`src/rtl/jmff_pkg.sv`:
```
// Shared constants and types for the JPEG marker frame filter.
package jmff_pkg;

  localparam logic [7:0]  MARK_BYTE         = 8'hFF;
  localparam logic [7:0]  ID_SOI            = 8'hD8;
  localparam logic [7:0]  ID_EOI            = 8'hD9;
  localparam logic [7:0]  ID_SOS            = 8'hDA;
  localparam logic [15:0] LEN_BIAS          = 16'd2;
  localparam logic [7:0]  DISCARD_ID_RESET  = 8'hF0;
  localparam int          OUT_FIFO_DEPTH    = 4;

  typedef enum logic [8:0] {
    ST_HUNT    = 9'b000000001,
    ST_HUNT_FF = 9'b000000010,
    ST_HDR     = 9'b000000100,
    ST_HDR_FF  = 9'b000001000,
    ST_LEN_HI  = 9'b000010000,
    ST_LEN_LO  = 9'b000100000,
    ST_PAYLOAD = 9'b001000000,
    ST_SCAN    = 9'b010000000,
    ST_SCAN_FF = 9'b100000000
  } parse_state_t;

  typedef struct packed {
    logic [7:0] out_byte;
    logic       frame_start;
    logic       frame_end;
    logic       last;
  } result_t;

  typedef struct packed {
    logic [1:0] count;
    result_t    r0;
    result_t    r1;
  } result_pair_t;

endpackage

```
`src/rtl/jmff_parser.sv`:
```
// Marker parser: state machine that turns one input byte into up to two results.
module jmff_parser (
  input  logic                   clk,
  input  logic                   rst,
  input  logic                   cfg_wr_en,
  input  logic [7:0]             cfg_wr_data,
  input  logic                   in_fire,
  input  logic [7:0]             in_byte,
  output jmff_pkg::result_pair_t res
);
  import jmff_pkg::*;

  parse_state_t state, state_next;
  logic [15:0]  remaining_payload, remaining_payload_next;
  logic [7:0]   length_high, length_high_next;
  logic         segment_is_sos, segment_is_sos_next;
  logic         segment_dropped, segment_dropped_next;
  logic [7:0]   discard_marker_id;

  logic [15:0]  seg_len;
  logic [15:0]  len_payload;
  logic [15:0]  payload_dec;
  parse_state_t seg_done_state;

  assign seg_len        = {length_high, in_byte};
  assign len_payload    = (seg_len < LEN_BIAS) ? 16'd0 : seg_len - LEN_BIAS;
  assign payload_dec    = remaining_payload - 16'd1;
  assign seg_done_state = (segment_is_sos && !segment_dropped) ? ST_SCAN : ST_HDR;

  always_comb begin
    state_next             = state;
    remaining_payload_next = remaining_payload;
    length_high_next       = length_high;
    segment_is_sos_next    = segment_is_sos;
    segment_dropped_next   = segment_dropped;
    res                    = '0;
    res.r0.out_byte        = in_byte;
    res.r1.out_byte        = in_byte;
    case (state)
      ST_HUNT_FF: begin
        if (in_byte == ID_SOI) begin
          res.count          = 2'd2;
          res.r0.out_byte    = MARK_BYTE;
          res.r0.frame_start = 1'b1;
          state_next         = ST_HDR;
        end else begin
          state_next = ST_HUNT;
        end
      end
      ST_HDR: begin
        if (in_byte == MARK_BYTE) begin
          state_next = ST_HDR_FF;
        end else begin
          res.count = 2'd1;
        end
      end
      ST_HDR_FF: begin
        if (in_byte == discard_marker_id) begin
          segment_dropped_next = 1'b1;
          segment_is_sos_next  = 1'b0;
        end else begin
          segment_dropped_next = 1'b0;
          segment_is_sos_next  = (in_byte == ID_SOS);
          res.count            = 2'd2;
          res.r0.out_byte      = MARK_BYTE;
        end
        state_next = ST_LEN_HI;
      end
      ST_LEN_HI: begin
        length_high_next = in_byte;
        if (!segment_dropped) begin
          res.count = 2'd1;
        end
        state_next = ST_LEN_LO;
      end
      ST_LEN_LO: begin
        if (!segment_dropped) begin
          res.count = 2'd1;
        end
        remaining_payload_next = len_payload;
        state_next = (len_payload == 16'd0) ? seg_done_state : ST_PAYLOAD;
      end
      ST_PAYLOAD: begin
        if (!segment_dropped) begin
          res.count = 2'd1;
        end
        remaining_payload_next = payload_dec;
        if (payload_dec == 16'd0) begin
          state_next = seg_done_state;
        end
      end
      ST_SCAN: begin
        res.count = 2'd1;
        if (in_byte == MARK_BYTE) begin
          state_next = ST_SCAN_FF;
        end
      end
      ST_SCAN_FF: begin
        res.count = 2'd1;
        if (in_byte == ID_EOI) begin
          res.r0.frame_end = 1'b1;
          state_next       = ST_HUNT;
        end else begin
          state_next = ST_SCAN;
        end
      end
      default: begin
        state_next = (in_byte == MARK_BYTE) ? ST_HUNT_FF : ST_HUNT;
      end
    endcase
    res.r0.last = (res.count == 2'd1);
    res.r1.last = 1'b1;
  end

  always_ff @(posedge clk) begin
    if (rst) begin
      state             <= ST_HUNT;
      remaining_payload <= '0;
      length_high       <= '0;
      segment_is_sos    <= 1'b0;
      segment_dropped   <= 1'b0;
      discard_marker_id <= DISCARD_ID_RESET;
    end else begin
      if (cfg_wr_en) begin
        discard_marker_id <= cfg_wr_data;
      end
      if (in_fire) begin
        state             <= state_next;
        remaining_payload <= remaining_payload_next;
        length_high       <= length_high_next;
        segment_is_sos    <= segment_is_sos_next;
        segment_dropped   <= segment_dropped_next;
      end
    end
  end

endmodule

```
`src/rtl/jmff_out_fifo.sv`:
```
// Result queue: takes up to two results per cycle, releases one per transaction.
module jmff_out_fifo #(
  parameter int DEPTH = jmff_pkg::OUT_FIFO_DEPTH
) (
  input  logic                   clk,
  input  logic                   rst,
  input  logic                   push_fire,
  input  jmff_pkg::result_pair_t push,
  output logic                   can_accept,
  output logic                   head_valid,
  output jmff_pkg::result_t      head,
  input  logic                   pop
);
  import jmff_pkg::*;

  localparam int PtrW = $clog2(DEPTH);
  localparam int CntW = $clog2(DEPTH + 1);

  result_t           entries [DEPTH];
  logic [PtrW-1:0]   wr_ptr, rd_ptr;
  logic [CntW-1:0]   count, count_next;
  logic [CntW-1:0]   push_n;
  logic              pop_fire;

  // Pointer advance that wraps at DEPTH, also for depths that are not a power of two.
  function automatic logic [PtrW-1:0] ptr_add(input logic [PtrW-1:0] p, input logic [1:0] n);
    logic [PtrW:0] s;
    s = (PtrW+1)'(p) + (PtrW+1)'(n);
    if (s >= (PtrW+1)'(DEPTH)) begin
      s = s - (PtrW+1)'(DEPTH);
    end
    return s[PtrW-1:0];
  endfunction

  assign pop_fire   = pop && head_valid;
  assign push_n     = push_fire ? CntW'(push.count) : '0;
  assign count_next = count + push_n - CntW'(pop_fire);
  assign can_accept = (count <= CntW'(DEPTH - 2));
  assign head_valid = (count != '0);
  assign head       = entries[rd_ptr];

  always_ff @(posedge clk) begin
    if (push_fire && push.count != 2'd0) begin
      entries[wr_ptr] <= push.r0;
    end
    if (push_fire && push.count == 2'd2) begin
      entries[ptr_add(wr_ptr, 2'd1)] <= push.r1;
    end
  end

  always_ff @(posedge clk) begin
    if (rst) begin
      wr_ptr <= '0;
      rd_ptr <= '0;
      count  <= '0;
    end else begin
      wr_ptr <= ptr_add(wr_ptr, push_fire ? push.count : 2'd0);
      if (pop_fire) begin
        rd_ptr <= ptr_add(rd_ptr, 2'd1);
      end
      count <= count_next;
    end
  end

endmodule

```
`src/rtl/jpeg_marker_frame_filter.sv`:
```
// Top level of the JPEG marker frame filter: parser plus result queue.
//
// Input stream s_axis carries one stream byte per transaction; output stream
// m_axis carries the bytes of cleaned frames. frame_start marks the 0xFF of
// the SOI that opens a frame, frame_end marks the EOI id byte, and tlast is
// set on the final result caused by one input byte.
// Each input byte yields zero, one or two output transactions. A byte is
// processed in the cycle it is accepted and its results are queued for
// m_axis. One byte is accepted per cycle as long as the result queue
// (OUT_DEPTH entries) has room for two more results; bytes that yield two
// results drain at one result per cycle, set by the single output port,
// while the receiver is ready. Input is accepted while earlier results
// wait on a stalled receiver, until fewer than two entries are free; queued
// results hold steady under backpressure. Reset empties the queue, returns
// the parser to hunting for SOI and sets the discard marker id to 0xF0.
// cfg_wr_en writes discard_marker_id; write it only while the block is idle.
module jpeg_marker_frame_filter #(
  parameter int OUT_DEPTH = jmff_pkg::OUT_FIFO_DEPTH
) (
  input  logic       clk,
  input  logic       rst,
  input  logic       cfg_wr_en,
  input  logic [7:0] cfg_wr_data,     // discard_marker_id
  input  logic       s_axis_tvalid,
  output logic       s_axis_tready,
  input  logic [7:0] s_axis_tdata,    // [7:0] in_byte
  output logic       m_axis_tvalid,
  input  logic       m_axis_tready,
  output logic [7:0] m_axis_tdata,    // [7:0] out_byte
  output logic [1:0] m_axis_tuser,    // [0] frame_start, [1] frame_end
  output logic       m_axis_tlast
);
  import jmff_pkg::*;

  logic         in_fire;
  result_pair_t res;
  result_t      head;

  assign in_fire = s_axis_tvalid && s_axis_tready;

  jmff_parser u_parser (
    .clk         (clk),
    .rst         (rst),
    .cfg_wr_en   (cfg_wr_en),
    .cfg_wr_data (cfg_wr_data),
    .in_fire     (in_fire),
    .in_byte     (s_axis_tdata),
    .res         (res)
  );

  jmff_out_fifo #(
    .DEPTH (OUT_DEPTH)
  ) u_out_fifo (
    .clk        (clk),
    .rst        (rst),
    .push_fire  (in_fire),
    .push       (res),
    .can_accept (s_axis_tready),
    .head_valid (m_axis_tvalid),
    .head       (head),
    .pop        (m_axis_tready)
  );

  assign m_axis_tdata = head.out_byte;
  assign m_axis_tuser = {head.frame_end, head.frame_start};
  assign m_axis_tlast = head.last;

  a_pair_last: assert property (@(posedge clk) disable iff (rst)
    in_fire && res.count == 2'd2 |-> !res.r0.last && res.r1.last)
    else $error("result pair with wrong last marking");

  a_start_byte: assert property (@(posedge clk) disable iff (rst)
    m_axis_tvalid && m_axis_tuser[0] |-> m_axis_tdata == MARK_BYTE && !m_axis_tlast)
    else $error("frame_start not on a leading 0xFF");

  a_end_byte: assert property (@(posedge clk) disable iff (rst)
    m_axis_tvalid && m_axis_tuser[1] |-> m_axis_tdata == ID_EOI && m_axis_tlast)
    else $error("frame_end not on the EOI id byte");

  a_reset_empty: assert property (@(posedge clk)
    rst |=> !m_axis_tvalid)
    else $error("output valid right after reset");

endmodule
```
`config.mk`:
```
export PLATFORM = sky130hd
export DESIGN_NAME = jpeg_marker_frame_filter
export DESIGN_NICKNAME = d
export VERILOG_FILES = /design/src/rtl/jmff_pkg.sv /design/src/rtl/jmff_parser.sv /design/src/rtl/jmff_out_fifo.sv /design/src/rtl/jpeg_marker_frame_filter.sv
export SDC_FILE = /design/constraint.sdc
export NUM_CORES = 1
export LEC_CHECK = 0
export BUFFER_PORTS_ARGS = -buffer_cell sky130_fd_sc_hd__buf_4
export CAP_MARGIN = 20
export CELL_PAD_IN_SITES_DETAIL_PLACEMENT = 0
export CELL_PAD_IN_SITES_GLOBAL_PLACEMENT = 1
export CORE_UTILIZATION = 50
export CTS_CLUSTER_SIZE = 28
export DETAILED_ROUTE_END_ITERATION = 8
export GPL_ROUTABILITY_DRIVEN = 0
export PLACE_DENSITY_LB_ADDON = 0.15
export SETUP_SLACK_MARGIN = 0.05
export SYNTH_ARGS = -nofsm -noshare
export SYNTH_HDL_FRONTEND = slang
export SYNTH_HIERARCHICAL = 1
export SYNTH_SLANG_ARGS = --single-unit
export TNS_END_PERCENT = 100
```
`constraint.sdc`:
```
create_clock -name clk -period 7 [get_ports clk]
set_input_delay 0 -clock clk [delete_from_list [all_inputs] [get_ports clk]]
set_output_delay 0 -clock clk [all_outputs]
set_load 0.02 [all_outputs]
```
==> impl_metrics.ini, run 1 <==
[outcome]
outcome = complete, no violations

[die]
rows = 39
initial_core_util_pct = 51.1
die_h_um = 110
die_w_um = 110
core_um2 = 11400
die_area_um2 = 12100
io_pins = 34

[timing]
min_period_over_period_pct = 55.9
worst_pin_slew_ns = 0.971
maxSlewViolCount = 0
skew_ns = 0.00540
fin_setup_tns_ns = 0
min_period_ns = 3.91
max_freq_ghz = 0.256
rsz0062_at_grt = false
relSlewSlack_pct = 35.0
hold_violations = 0
setup_viol = 0

[clocking]
cts_tree = done
clk_pin_slew_ns = 0.06
cts_resized = 0
insertion_delay_ns = 0.35
hold_buffers = 12
clk_path_buf_depth = 2
htreeDepth = 3
cts-root-buf = clkbuf_16
cts_inserted_buffers = 9
cts.sinks = 96
post-cts-setup-buffers = 0

[placed_design]
numPortBuffers = 33
hpwl_um = 9420
placed_cell_area_um2 = 6030

[power]
total_power_mw = 1.43
leakage_nw = 2.35
switching_share_pct = 26.6
p_int_mw = 1.05
p_seq_share_pct = 44.7
p_clk_share_pct = 36.6
pwr-share-comb_pct = 18.7
switching_power_uw = 380
ir_worst_vdd_mv = 0.231
power.density_nw_per_um2 = 221

[worst_setup_path]
startpoint_type = register
cp_cell_sequence = or4_1, nor2_1, nor4bb_1, o21ai_1, nand2_1, nand2_1, nor3_1, buf_4, mux2_2
cp.arrival_ns = 4.01
cp_common_cell = nand2_1
slowest_stage = nor3_1
regToRegSetupSlack_ns = 3.09
end_kind = register
worstPathRequired_ns = 7.10
worstSetupPathType = reg2reg
crit_path_max_fanout = 8
max_stage_delay_ns = 0.62

[synthesis]
ys_seq_area_share_pct = 40.5
ys_types = 70
yosys-top-cells-area = edfxtp_1 (23%), dfxtp_1 (18%), mux2_2 (6.7%)
yosysMostFrequentCell = nor2_1
synth-edff-count = 44
synth_ff_type = dfxtp_1
async_reset_ff_share_pct = 0
synth_commonest_cells = nor2_1 (70), dfxtp_1 (52), edfxtp_1 (44)
synth.top_cell.area_share_pct = 22.6
ys_ff_latch = 96
syn_inst = 581
synth.largest_area_cell = edfxtp_1
ys_warn_count = 6
avgSynthCellArea_um2 = 10.1
synthesis.area_um2 = 5840

[route]
drt_iter0_markers = 359
drc = 0
dr_total_vias = 4518
ant_nets = 0
post_drt_wl_per_cell_um = 18.7
wl_um = 13900
drtPass1Iterations = 5
via_per_inst = 6.10

[cells_and_area]
nets = 623
drive_gt1_share_pct = 21.4
final_cell_area_um2 = 6460
n_antenna_cell = 0
area_growth_syn_to_layout_pct = 10.7

[grt]
grt_pass1_wl_um = 22300
grt_pass1_vias = 4327
antenna_found_initial = 0
globalRouteTotalUtil_pct = 24.7
overflow = 0
grt_max_degree = 56

[run]
drv_cap = 0

[hold_path]
hold_class = in2reg
## final cells by class
cell class              count  area [um2]
flip-flops and latches     96        2360
clock inverters             6        85.1
fillers                  1001        4950
well taps                 143         179
multi-input cells         424        3160
inverters                  14        52.6
clock buffers               9         225
repair buffers             49         402
## cells by family after synthesis
family,synth area share (%)
multiplexers,16.0
flip-flops,40.5
AND/OR/NAND/NOR,20.7
adder cells (fa/ha/maj),1.84
buffers and inverters,5.74
other,0.129
XOR/XNOR,4.20
AO/OA/AOI/OAI,10.9
## metal layers
layer | track usage (%) | share of wire (%) | up-vias
li1 | - | - | 2154
met1 | 31.1 | 44 | 2211
met2 | 41.7 | 49 | 131
met3 | 3.53 | 4.3 | 22
met4 | 11.5 | 2.6 | 0
met5 | 0 | 0 | -
## per-stage QoR
step           hold slack [ns]  worst slack [ns]  utilization [%]  cells
3_5_place_dp             0.211              3.17             52.8    714
5_1_grt                 0.0597              2.72             56.6    741
6_report                0.0174              3.09             56.6    741
2_1_floorplan           0.0716              3.74                -    582
4_1_cts                0.00872              3.14             56.6    741
3_3_place_gp             0.206              3.28             52.7    713
## cells in the final DEF (no fill, tap or decap), types with 7 or more instances in the layout
| cell | count |
|---|---|
| ha_1 | 7 |
| nor2b_1 | 10 |
| a21oi_1 | 20 |
| o21ai_1 | 9 |
| nand2b_1 | 16 |
| mux4_2 | 11 |
| xor2_1 | 10 |
| or3_1 | 7 |
| nand2_1 | 28 |
| nand4_1 | 9 |
| mux2i_1 | 14 |
| buf_4 | 36 |
| mux2_4 | 10 |
| a22oi_1 | 7 |
| o32ai_1 | 8 |
| dfxtp_1 | 52 |
| xnor2_1 | 18 |
| nor3_1 | 19 |
| inv_1 | 13 |
| nor2_1 | 70 |
| mux2_2 | 35 |
| dlygate4sd3_1 | 12 |
| clkbuf_16 | 9 |
| edfxtp_1 | 44 |
| o21ai_0 | 15 |
| nand3_1 | 12 |
## power groups by stage
stage          sequential (mW)  clock, mW  combinational, mW
6_report                 0.638      0.522              0.266
2_1_floorplan            0.627          0              0.207
5_1_grt                  0.644      0.556              0.295
4_1_cts                  0.639      0.533              0.269
3_3_place_gp             0.651          0              0.257
3_5_place_dp             0.652          0              0.262
## registers in the layout, indices dropped and copies added (netlist names), named ones only
name,flops
u_out_fifo/wr_ptr,2
u_out_fifo/rd_ptr,2
u_out_fifo/entries,44
u_parser/discard_marker_id,8
u_parser/remaining_payload,16
u_out_fifo/count,3
u_parser/state,9
u_parser/length_high,8
u_parser/segment_is_sos,1
u_parser/segment_dropped,1
## worst max-delay path, delay by kind of cell, from the launching register on
kind | cells | cell delay [ns]
buffers and inverters | 1 | 0.29
and+or+nand+nor | 6 | 2.31
DFF | 1 | 0.36
AOI/OAI and AO/OA | 1 | 0.34
muxes | 1 | 0.35
## worst paths after layout
path,to,cells past startpoint,startpoint
max,u_out_fifo/entries[0][10],9,u_parser/state[4]
min,u_parser/discard_marker_id[3],3,cfg_wr_en
max reg2reg,u_out_fifo/entries[0][10],9,u_parser/state[4]
min reg2reg,u_parser/remaining_payload[6],2,u_parser/remaining_payload[6]
Power figures use the tool's default switching activity.
==> inputs of run 2 (changes only) <==
Settings changed: CORE_UTILIZATION 50 to 44.
Clock period 7 ns to 3.4 ns, I/O delays scaled along.
==> impl_metrics.ini, run 2 (same netlist as run 1, synthesis figures left out) <==
[clocking]
clk_path_buf_depth = 2
cts-root-buf = clkbuf_16
htreeDepth = 3
cts_tree = done
cts_inserted_buffers = 9
clk_pin_slew_ns = 0.07
insertion_delay_ns = 0.35
cts.sinks = 96

[grt]
grt_busiest_layer = met2
grt_pass1_wl_um = 22500
antenna_found_initial = 0
globalRouteTotalUtil_pct = 22.2
grt_use_met3_pct = 4.17
grt_max_degree = 56
overflow = 0
globalRouteMet2Util_pct = 39.4
grtUsageMet1_pct = 26.7
grt_pass1_vias = 4286

[worst_setup_path]
timing.rr.end = u_out_fifo/count[2]
crit-reg2reg-launch = u_parser/state[0]
crit_start = u_parser/state[0]
ff2ff_path_depth = 13
worstPathRequired_ns = 3.68
cp.arrival_ns = 3.40
startpoint_type = register
crit_path_max_fanout = 4
crit_path_end = u_out_fifo/count[2]
end_kind = register
worstSetupPathType = reg2reg
regToRegSetupSlack_ns = 0.28

[hold_path]
hold_class = in2reg
worstHoldPathCells = 3

[timing]
max_freq_ghz = 0.320
setup_viol = 0
min_period_ns = 3.12
worst_pin_slew_ns = 0.950
rsz0062_at_grt = false
fin_setup_tns_ns = 0
relSlewSlack_pct = 36.5
hold_violations = 0
skew_ns = 0.00976
maxSlewViolCount = 0
min_period_over_period_pct = 91.9

[cells_and_area]
fin_util_pct = 52.3
fill_cells = 1164
drive_gt1_share_pct = 24.6
final_cell_mix = nor2_1 (70), buf_4 (55), dfxtp_1 (52), edfxtp_1 (44), mux2_2 (35)
largest_register_ffs = 44
n_antenna_cell = 0
top_register = u_out_fifo/entries
area_growth_syn_to_layout_pct = 14.4
layout_commonest_cell = nor2_1
reg.largest.list = u_out_fifo/entries x44, u_parser/remaining_payload x16, u_parser/state x9
nets = 642

[power]
ir_worst_vdd_mv = 0.215
power.density_nw_per_um2 = 439
leakage_nw = 2.46

[die]
die_area_um2 = 13700
rows = 41
core_um2 = 12800
io_pins = 34
die_w_um = 117
initial_core_util_pct = 45.7
die_h_um = 117

[placed_design]
numPortBuffers = 33
hpwl_um = 10100

[route]
post_drt_wl_per_cell_um = 17.9
dr_total_vias = 4447
via_per_inst = 5.63
ant_nets = 0
drc = 0
drt_iter0_markers = 334
drtPass1Iterations = 7
wl_um = 14100

[run]
drv_cap = 0

[outcome]
outcome = complete, no violations
-- run 2: worst min-delay path by stage --
stage                               from                            end  slack, ns
after global routing           cfg_wr_en  u_parser/discard_marker_id[0]       0.04
after CTS                      cfg_wr_en  u_parser/discard_marker_id[1]      0.003
after detailed placement  cfg_wr_data[4]  u_parser/discard_marker_id[4]       0.21
after global placement    cfg_wr_data[4]  u_parser/discard_marker_id[4]       0.21
final                          cfg_wr_en  u_parser/discard_marker_id[3]       0.01
after floorplan                      rst            u_out_fifo/count[0]       0.07
-- run 2: metal layers --
metal / up-vias / part of all wire, %
li1: 2202 / -
met1: 2167 / 43
met2: 68 / 52
met3: 10 / 2.7
met4: 0 / 1.7
met5: - / 0
-- run 2: area by class of cell --
class / count / area, um2 / area share (%)
Multi-Input combinational cell: 424 / 3190 / 47.8
Clock inverter: 5 / 62.6 / 0.936
Tap cell: 172 / 215 / 3.22
Timing Repair Buffer: 68 / 544 / 8.15
Clock buffer: 11 / 254 / 3.80
Sequential cell: 96 / 2360 / 35.4
Inverter: 14 / 52.6 / 0.787
-- run 2: stage by stage --
stage | instance area [um2] | hold slack (ns) | setup slack, ns | cells | power, mW
2_1_floorplan | 5840 | 0.0716 | 0.141 | 582 | 1.72
3_3_place_gp | 6190 | 0.212 | 0.104 | 760 | 1.87
3_5_place_dp | 6190 | 0.212 | -0.00132 | 760 | 1.88
4_1_cts | 6640 | 0.00316 | 0.0673 | 788 | 2.97
5_1_grt | 6680 | 0.0440 | 0.0500 | 790 | 3.08
6_report | 6680 | 0.0123 | 0.276 | 790 | 2.93
-- run 2: where the power goes --
part	internal, mW	leakage [nW]	switching (mW)
combinational	0.278	1.47	0.269
clock	0.621	0.156	0.453
sequential	1.24	0.835	0.0712
-- run 2: critical path: stages, from the launching register on --
cell and delay [ns]:
dfxtp_1 0.34, or4_4 0.58, nor4_4 0.27, o21ai_0 0.17
o211ai_1 0.14, and2_1 0.18, inv_1 0.05, ha_1 0.27
inv_1 0.04, ha_1 0.18, fa_1 0.38, xor2_1 0.18
and2_1 0.15, nor3_1 0.12
-- run 2: what timing repair did --
action / in CTS / in global routing
endpoints found under the hold margin: 8 / 0
pin swaps: 0 / 1
setup endpoints to repair: 12 / 28
gates resized for setup: 1 / 5
hold buffers: 12 / 0
setup buffers: 0 / 1
gates cloned: 0 / 0
==> inputs of run 3 (changes only) <==
Settings changed: CELL_PAD_IN_SITES_DETAIL_PLACEMENT 0 to 1, HOLD_SLACK_MARGIN from default to 0.05.
==> impl_metrics.ini, run 3 (same netlist as run 1, synthesis figures left out) <==
[timing]
hold_violations = 0
min_period_ns = 3.18
setup_viol = 0
maxSlewViolCount = 0
worst_pin_slew_ns = 1.06
rsz0062_at_grt = false
relSlewSlack_pct = 28.9
skew_ns = 0.00858
max_freq_ghz = 0.314
min_period_over_period_pct = 93.6
whs_ns = 0.0684
fin_ws_ns = 0.218

[clocking]
clk_path_buf_depth = 2
htreeDepth = 3
cts-root-buf = clkbuf_16
cts.sinks = 96
clk_pin_slew_ns = 0.07
insertion_delay_ns = 0.36
cts_tree = done
cts_inserted_buffers = 9

[placed_design]
placed_cell_area_um2 = 6190
dp_slack_ns = -0.0581
numPortBuffers = 33
hpwl_um = 11100

[power]
ir_worst_vdd_mv = 0.284
total_power_mw = 2.93
leakage_nw = 2.48
power.density_nw_per_um2 = 435

[cells_and_area]
final_cell_area_um2 = 6740
top_register = u_out_fifo/entries
regArea_um2 = 2360
largest_register_ffs = 44
final_cell_mix = nor2_1 (70), buf_4 (56), dfxtp_1 (52), edfxtp_1 (44), mux2_2 (35)
layout_commonest_cell = nor2_1
n_antenna_cell = 0
reg.largest.list = u_out_fifo/entries x44, u_parser/remaining_payload x16, u_parser/state x9
multi_input_area_um2 = 3200
nets = 649
drive_gt1_share_pct = 24.5
fill_cells = 1430
area_growth_syn_to_layout_pct = 15.4
fin_util_pct = 52.7

[outcome]
outcome = complete, no violations

[worst_setup_path]
worstPathRequired_ns = 3.69
cp_num_buf_inv = 1
max_stage_delay_ns = 0.58
cp_cell_sequence = or4_4, nor2_1, nor4bb_4, o21ai_1, nand2_2, nand2_2, ha_1, inv_1, fa_1, xor2_1, and2_1, nor3_1
end_kind = register
cp_common_cell = nand2_2
startpoint_type = register
regToRegSetupSlack_ns = 0.22
worstSetupPathType = reg2reg
cp.arrival_ns = 3.47
crit_path_max_fanout = 6
critical_path.top_delay_family = simple AND/OR/NAND/NOR gates
slowest_stage = or4_4

[die]
initial_core_util_pct = 45.7
io_pins = 34
rows = 41
die_w_um = 117
die_h_um = 117
die_area_um2 = 13700
core_um2 = 12800

[grt]
grt_pass1_wl_um = 25000
antenna_found_initial = 0
grt_pass1_vias = 4658
overflow = 0
globalRouteTotalUtil_pct = 24.6
grt_max_degree = 56

[route]
drc = 0
via_per_inst = 5.82
drt_iter0_markers = 315
wl_um = 15900
ant_nets = 0
drtPass1Iterations = 5
post_drt_wl_per_cell_um = 19.9
dr_total_vias = 4642

[run]
drv_cap = 0

[hold_path]
hold_class = in2reg
run 3: cell count changes in the layout (fill, tap and decap cells not counted), sizes merged:
cell / before / now
clkbuf: 11 / 12
bufinv: 1 / 0
inv: 16 / 15
clkinvlp: 0 / 1
dlygate4sd3: 12 / 19
run 3: worst paths after layout:
path,start,to,depth (start not counted)
worst min-delay path,s_axis_tdata[0],u_out_fifo/entries[3][3],2
worst max-delay path,u_parser/state[0],u_out_fifo/count[2],12
worst max register to register,u_parser/state[0],u_out_fifo/count[2],12
worst min register to register,u_parser/remaining_payload[6],u_parser/remaining_payload[6],2
run 3: metrics by stage:
stage	cells	TNS, ns
after floorplan	582	0
after global placement	760	0
after detailed placement	760	-0.0581
after CTS	795	0
after global routing	797	0
final	797	0
run 3: repair_timing:
| item | in CTS | in global routing |
|---|---|---|
| gates resized for setup | 3 | 5 |
| buffers inserted | 0 | 2 |
| hold buffers | 19 | 0 |
| pin swaps | 0 | 1 |
| setup endpoints to repair | 12 | 26 |
| gates cloned | 0 | 0 |
| endpoints found under the hold margin | 11 | 0 |
run 3: layout make-up:
type,instances,share of cell area [%]
inverters,14,0.780
well taps,172,3.19
flip-flops and latches,96,35.1
repair buffers,75,9.06
clock buffers,12,3.97
multi-input cells,424,47.4
clock inverters,4,0.501
run 3: power by group:
group          internal (mW)  total, mW  switching [mW]  leakage (nW)
Sequential              1.24       1.31          0.0737         0.835
Combinational          0.288      0.571           0.284          1.50
Clock                  0.567       1.04           0.477         0.145
Total                   2.09       2.93           0.834          2.48
run 3: routing by layer:
layer / vias to the layer above / GRT usage, % / wire [um]
li1: 2217 / - / -
met2: 86 / 44.3 / 8230
met3: 21 / 3.45 / 492
met5: - / 0 / 0
met4: 0 / 9.87 / 312
met1: 2318 / 29.5 / 6860
run 3: worst register-to-register path, stage by stage, from the launching register on:
cell and delay (ns):
dfxtp_1 0.34, or4_4 0.58, nor2_1 0.18, nor4bb_4 0.28, o21ai_1 0.16, nand2_2 0.15
nand2_2 0.13, ha_1 0.33, inv_1 0.05, fa_1 0.44, xor2_1 0.19, and2_1 0.16
nor3_1 0.12
